`config.mk`:
```
export PLATFORM = sky130hd
export DESIGN_NAME = whisker_tlv_parser
export DESIGN_NICKNAME = d
export VERILOG_FILES = /design/src/sv/whisk_pkg.sv /design/src/sv/whisker_tlv_parser.sv /design/src/sv/whisk_parse.sv /design/src/sv/whisk_out.sv
export SDC_FILE = /design/constraint.sdc
export NUM_CORES = 1
export LEC_CHECK = 0
export ABC_AREA = 1
export BUFFER_PORTS_ARGS = -buffer_cell sky130_fd_sc_hd__buf_4
export CORE_ASPECT_RATIO = 0.7
export CORE_MARGIN = 8
export CORE_UTILIZATION = 30
export CTS_CLUSTER_DIAMETER = 200
export DETAILED_ROUTE_END_ITERATION = 7
export PLACE_DENSITY_LB_ADDON = 0.12
export SYNTH_ARGS = -nofsm -noshare
export SYNTH_HDL_FRONTEND = slang
export SYNTH_HIERARCHICAL = 1
export SYNTH_SLANG_ARGS = --single-unit
```
`constraint.sdc`:
```
create_clock -name clk -period 11.35 [get_ports clk]
set_input_delay 2.27 -clock clk [delete_from_list [all_inputs] [get_ports clk]]
set_output_delay 2.27 -clock clk [all_outputs]
set_load 0.01 [all_outputs]
```
`src/sv/whisk_pkg.sv`:
```
// shared types and constants for the tlv record parser
package whisk_pkg;

	// record type codes carried in the first byte of a record
	localparam logic [7:0] TYPE_TIME     = 8'h01;
	localparam logic [7:0] TYPE_POSITION = 8'h02;
	localparam logic [7:0] TYPE_ALTITUDE = 8'h03;

	// minimum data lengths for each known record type
	localparam logic [7:0] LEN_SHORT = 8'd4;
	localparam logic [7:0] LEN_LONG  = 8'd8;

	// result kind codes
	localparam logic [1:0] KIND_TIME     = 2'd0;
	localparam logic [1:0] KIND_POSITION = 2'd1;
	localparam logic [1:0] KIND_ALTITUDE = 2'd2;
	localparam logic [1:0] KIND_END      = 2'd3;

	// width of the packed result data word
	localparam int RES_DATA_W = 128;

	// parser phase, one-hot
	typedef enum logic [2:0] {
		PH_TYPE   = 3'b001,
		PH_LENGTH = 3'b010,
		PH_DATA   = 3'b100
	} phase_t;

	// one result item
	typedef struct packed {
		logic [1:0]         kind;
		logic [31:0]        time_value;
		logic signed [31:0] latitude;
		logic signed [31:0] longitude;
		logic signed [31:0] altitude;
		logic               done;
	} whisk_res_t;

endpackage

```
`src/sv/whisker_tlv_parser.sv`:
```
// top level of the streaming tlv record parser
//
// Input stream: one payload byte per request on s_tdata[7:0], s_tlast on the
// final byte of a payload. Records are a type byte, a length byte and that
// many data bytes. Output stream: one request per completed timestamp,
// position or altitude record that meets its minimum length, and an end
// marker (kind 3) on the final byte if that byte did not itself complete
// such a record; m_tlast marks the request that closes the payload.
// Latency: a result appears on the cycle after the byte that completes it.
// Throughput: one byte per cycle; the parser state and the single result
// register both update each cycle, so s_tready stays high unless a result
// is held in the output register and m_tready is low.
// Reset: clears the parser to expect a type byte and empties the output.
// Receiver stall: the held result stays put and s_tready drops until it is
// taken; a byte that yields no result also waits, since s_tready is shared.
module whisker_tlv_parser import whisk_pkg::*; (
	input  logic                  clk,
	input  logic                  arst_n,
	input  logic                  s_tvalid,
	output logic                  s_tready,
	input  logic [7:0]            s_tdata,  // data_byte[7:0]
	input  logic                  s_tlast,  // last_byte
	output logic                  m_tvalid,
	input  logic                  m_tready,
	output logic [RES_DATA_W-1:0] m_tdata,  // time_value, latitude, longitude, altitude
	output logic [1:0]            m_tuser,  // record_kind[1:0]
	output logic                  m_tlast   // payload_done
);

	logic       step;
	logic       emit;
	logic       room;
	whisk_res_t res;
	whisk_res_t held;

	// input request handshake
	assign s_tready = room;
	assign step     = s_tvalid && room;

	// per-byte record parser
	whisk_parse u_parse (
		.clk       (clk),
		.arst_n    (arst_n),
		.step      (step),
		.data_byte (s_tdata),
		.last_byte (s_tlast),
		.res       (res),
		.emit      (emit)
	);

	// output result register
	whisk_out u_out (
		.clk    (clk),
		.arst_n (arst_n),
		.load   (step && emit),
		.res    (res),
		.take   (m_tready),
		.room   (room),
		.valid  (m_tvalid),
		.held   (held)
	);

	// output packing
	assign m_tdata = {held.altitude, held.longitude, held.latitude, held.time_value};
	assign m_tuser = held.kind;
	assign m_tlast = held.done;

	// the final byte of a payload always yields a closing result
	a_last_closes: assert property (@(posedge clk) disable iff (!arst_n)
		s_tvalid && s_tready && s_tlast |=> m_tvalid && m_tlast)
		else $error("final byte did not produce a closing result");

	// an end marker only appears on the closing result
	a_end_marker: assert property (@(posedge clk) disable iff (!arst_n)
		m_tvalid && m_tuser == KIND_END |-> m_tlast)
		else $error("end marker without payload end");

	// no byte is taken while a result is stalled
	a_stall_blocks: assert property (@(posedge clk) disable iff (!arst_n)
		m_tvalid && !m_tready |-> !s_tready)
		else $error("input taken while output stalled");

	// timestamp field is zero unless the result is a timestamp
	a_time_zero: assert property (@(posedge clk) disable iff (!arst_n)
		m_tvalid && m_tuser != KIND_TIME |-> m_tdata[31:0] == 32'd0)
		else $error("stray timestamp value");

endmodule

```
`src/sv/whisk_parse.sv`:
```
// record state tracking and result decode for one payload byte
module whisk_parse import whisk_pkg::*; (
	input  logic       clk,
	input  logic       arst_n,
	input  logic       step,
	input  logic [7:0] data_byte,
	input  logic       last_byte,
	output whisk_res_t res,
	output logic       emit
);

	phase_t      phase_q, phase_n;
	logic [7:0]  type_q, type_n;
	logic [7:0]  len_q, len_n;
	logic [7:0]  seen_q, seen_n;
	logic [63:0] val_q, val_n;
	logic        complete;
	logic        hit;

	// next record state from the current byte
	always_comb begin
		phase_n  = phase_q;
		type_n   = type_q;
		len_n    = len_q;
		seen_n   = seen_q;
		val_n    = val_q;
		complete = 1'b0;
		unique case (phase_q)
			PH_LENGTH: begin
				len_n  = data_byte;
				seen_n = '0;
				val_n  = '0;
				if (data_byte == 8'd0) begin
					complete = 1'b1;
					phase_n  = PH_TYPE;
				end else begin
					phase_n = PH_DATA;
				end
			end
			PH_DATA: begin
				if (seen_q < LEN_LONG) begin
					val_n = val_q | ({56'd0, data_byte} << {seen_q[2:0], 3'b000});
				end
				seen_n = seen_q + 8'd1;
				if (seen_n >= len_q) begin
					complete = 1'b1;
					phase_n  = PH_TYPE;
				end
			end
			default: begin
				type_n  = data_byte;
				phase_n = PH_LENGTH;
			end
		endcase
	end

	// result decode for a completed record and payload end
	always_comb begin
		res = '0;
		hit = 1'b0;
		if (complete) begin
			if (type_n == TYPE_TIME && len_n >= LEN_SHORT) begin
				hit            = 1'b1;
				res.kind       = KIND_TIME;
				res.time_value = val_n[31:0];
			end else if (type_n == TYPE_POSITION && len_n >= LEN_LONG) begin
				hit           = 1'b1;
				res.kind      = KIND_POSITION;
				res.latitude  = val_n[31:0];
				res.longitude = val_n[63:32];
			end else if (type_n == TYPE_ALTITUDE && len_n >= LEN_SHORT) begin
				hit          = 1'b1;
				res.kind     = KIND_ALTITUDE;
				res.altitude = val_n[31:0];
			end
		end
		emit = hit;
		if (last_byte) begin
			if (!hit) begin
				res      = '0;
				res.kind = KIND_END;
			end
			res.done = 1'b1;
			emit     = 1'b1;
		end
	end

	// state registers, cleared at payload end
	always_ff @(posedge clk or negedge arst_n) begin
		if (!arst_n) begin
			phase_q <= PH_TYPE;
			type_q  <= '0;
			len_q   <= '0;
			seen_q  <= '0;
			val_q   <= '0;
		end else if (step) begin
			if (last_byte) begin
				phase_q <= PH_TYPE;
				type_q  <= '0;
				len_q   <= '0;
				seen_q  <= '0;
				val_q   <= '0;
			end else begin
				phase_q <= phase_n;
				type_q  <= type_n;
				len_q   <= len_n;
				seen_q  <= seen_n;
				val_q   <= val_n;
			end
		end
	end

endmodule

```
`src/sv/whisk_out.sv`:
```
// result register between the parser and the output stream
module whisk_out import whisk_pkg::*; (
	input  logic       clk,
	input  logic       arst_n,
	input  logic       load,
	input  whisk_res_t res,
	input  logic       take,
	output logic       room,
	output logic       valid,
	output whisk_res_t held
);

	logic       valid_q;
	whisk_res_t res_q;

	// a new result may enter when the register is empty or drains now
	assign room  = !valid_q || take;
	assign valid = valid_q;
	assign held  = res_q;

	// valid flag
	always_ff @(posedge clk or negedge arst_n) begin
		if (!arst_n) begin
			valid_q <= 1'b0;
		end else if (room) begin
			valid_q <= load;
		end
	end

	// result payload
	always_ff @(posedge clk) begin
		if (room && load) begin
			res_q <= res;
		end
	end

endmodule

```
==> metrics.cfg <==
[placement]
portBuffers=145
routabilityCongestion=0.860
hpwl_um=19600

[worst_hold_path]
min_to=u_parse/val_q[48]
min_path_cells=2
hold_path.class=reg2reg
hold_path.startpoint=u_parse/val_q[48]

[global_routing]
first_global_vias=6967
grt_max_degree=77
overflow=0
grt_usage_pct=14.4
antenna_found_initial=0
grt_pass1_wl_um=43900

[logic_synthesis]
syn_inst=961
synth_seq_area_share_pct=64.1
synth.cell_area_mm2=0.00972
synth.avg_cell_area_um2=10.1
synth.area.top_cells=edfxtp_1 40%, dfrtp_1 23%, nand2_1 5.9%
ys_warn_count=6
yosys.cell_count.top_type=nand2_1
synth_edf_count=131
synth_top_area_cell=edfxtp_1
ys_top_cells_by_count=152 x nand2_1, 149 x nor2_1, 131 x edfxtp_1
synth_ff_type=edfxtp_1
ys_types=28
ys_seq_elements=223
syn_nets=983
synth_top_area_share_pct=40.5
synthArstFlopShare_pct=41.3

[floorplanning]
io-pin-count=146
rows=55
core_mm2=0.0321
start_util_pct=30.3
die_x_um=231
die_h_um=167
dieArea_mm2=0.0385

[detailed_routing]
wl_per_cell_um=18.7
route.detailed.drc=0
detail-route-antenna-nets=0
drtPass1Iterations=6
vias=7330
routed_wl_um=28700
vias_per_cell=4.76
drtIter0Drc=663

[timing]
hold_viol=0
max-slew-margin-rel_pct=34.6
maxSlewViolCount=0
finalClockSkew_ns=0.0100
fin_crit_sh_pct=45.2
grt_setup_unrepaired=false
max_freq_ghz=0.195
final.setup.tns_ns=0
worstMarginPinSlew_ns=0.981
period_needed_ns=5.13
finalSetupViolCount=0

[worst_setup_path]
path_buf_inv=4
worstPathMaxFanout=76
start_kind=register
cpMaxStageDelayCell=buf_4
r2r-start=u_parse/seen_q[0]
crit_path_start=u_parse/seen_q[0]
arrival_ns=5.28
reg2reg_slack_ns=6.22
critPathTopFamily=simple AND/OR/NAND/NOR gates
cp.required_ns=11.50
r2r_cells=21
r2r-end=u_out/held[3]
path_cells=nand2_1, nor2_1, nand3_1, nor2_1, nand2_1, xor2_1, inv_1, ha_1, nand2_1, nor2_1, nand4_1, nand4_1, nand2_1, nand2_2, nand2_1, nand2_1, inv_1, nor2_2, inv_1, a21oi_4, buf_4
critPathMostFrequentCell=nand2_1
crit_type=reg2reg
slowest_delay_ns=0.80
path_depth=21
worst_setup_path_end_kind=register

[status]
outcome=completed

[clocking]
cts_buffers=25
hold_buffers=0
insertion_delay_ns=0.53
cts_setup_buffers=0
h-tree-depth=1
cts_buffer_depth=3
cts_tree=yes
cts-resized-gates=0
clk_pin_slew_ns=0.06
clockRootBuffer=clkbuf_16
clock-sinks=223

[finish]
drive_above_1_share_pct=21.9
fin_nets=1116
final_core_util_pct=37.3
diodes=0
syn_to_final_growth_pct=23.4

[power]
peakVddDrop_mv=0.108
p_per_area_mw_per_mm2=164
leakagePower_uw=0.00479

[job]
cap_violations=0

-- power by group --
part | internal, uW | switching [uW] | leakage, uW
Clock | 496 | 335 | 0.000410
Sequential | 894 | 16.8 | 0.00252
Combinational | 64.1 | 160 | 0.00186
-- cells in the final DEF, fill, tap and decap left out, drive strengths merged, types with 4 or more instances in the layout --
cell type,n
edfxtp,131
inv,94
o21ai,102
nor3,6
nand2,157
bufinv,4
clkbuf,28
nand4,11
dfrtp,91
xor2,6
clkinv,11
nand3,47
buf,156
a21oi,15
ha,9
o22ai,51
nor2,185
-- through the flow --
| step | power [uW] | std cells | instance area, um^2 | hold WS [ns] | worst slack (ns) |
|---|---|---|---|---|---|
| floorplan | 1070 | 961 | 9720 | 0.448 | 1.04 |
| global route | 2050 | 1539 | 12000 | 0.499 | 5.86 |
| detailed placement | 1150 | 1494 | 11200 | 0.470 | 5.75 |
| finish | 1970 | 1539 | 12000 | 0.483 | 6.22 |
| global placement | 1150 | 1494 | 11200 | 0.462 | 5.80 |
| CTS | 1990 | 1539 | 12000 | 0.484 | 6.23 |
-- per-layer routing --
metal  global-route usage (%)  routed length, um  up-vias
met3                     2.60               1710       38
li1                         -                  -     3516
met5                        0                  0        -
met1                     23.2              15000     3566
met2                     19.3              11400      210
met4                     3.19                586        0
-- cell families (layout without fill, tap and decap cells) --
family,count (synthesis),after routing,synth area share (%)
flops,223,223,64.1
compound gates,168,168,9.30
xor+xnor,6,6,0.540
buf+inv,143,294,6.46
fa+ha+maj,9,9,1.16
simple gates,412,412,18.4
-- area by class of cell --
cell class | count | area, um^2
fillers | 3198 | 20100
inverters | 93 | 349
clock buffers | 28 | 637
repair buffers | 156 | 1170
well taps | 427 | 534
clock inverters | 17 | 200
flip-flops and latches | 223 | 6240
multi-input cells | 595 | 2870
-- state kept, by name, indices dropped and copies added (netlist names) --
| register | flops |
|---|---|
| u_out/held | 131 |
| u_out/valid | 1 |
| u_parse/len_q | 8 |
| u_parse/phase_q | 3 |
| u_parse/seen_q | 8 |
| u_parse/type_q | 8 |
| u_parse/val_q | 64 |
-- worst max path at each step --
stage	to	slack [ns]
6_report	u_out/held[3]	6.22
5_1_grt	u_out/held[105]	5.86
4_1_cts	u_out/held[3]	6.23
3_5_place_dp	u_out/held[14]	5.75
3_3_place_gp	u_out/held[14]	5.80
2_1_floorplan	u_out/held[0]	1.04
-- worst reg2reg max path: stages (launching register included) --
cell and delay [ns]:
dfrtp_1 0.61, nand2_1 0.22, nor2_1 0.26, nand3_1 0.19, nor2_1 0.12, nand2_1 0.06, xor2_1 0.17, inv_1 0.06
ha_1 0.29, nand2_1 0.07, nor2_1 0.18, nand4_1 0.11, nand4_1 0.15, nand2_1 0.08, nand2_2 0.20, nand2_1 0.29
nand2_1 0.18, inv_1 0.07, nor2_2 0.10, inv_1 0.07, a21oi_4 0.38, buf_4 0.80
Note: power is estimated with default switching activity, not from simulation.
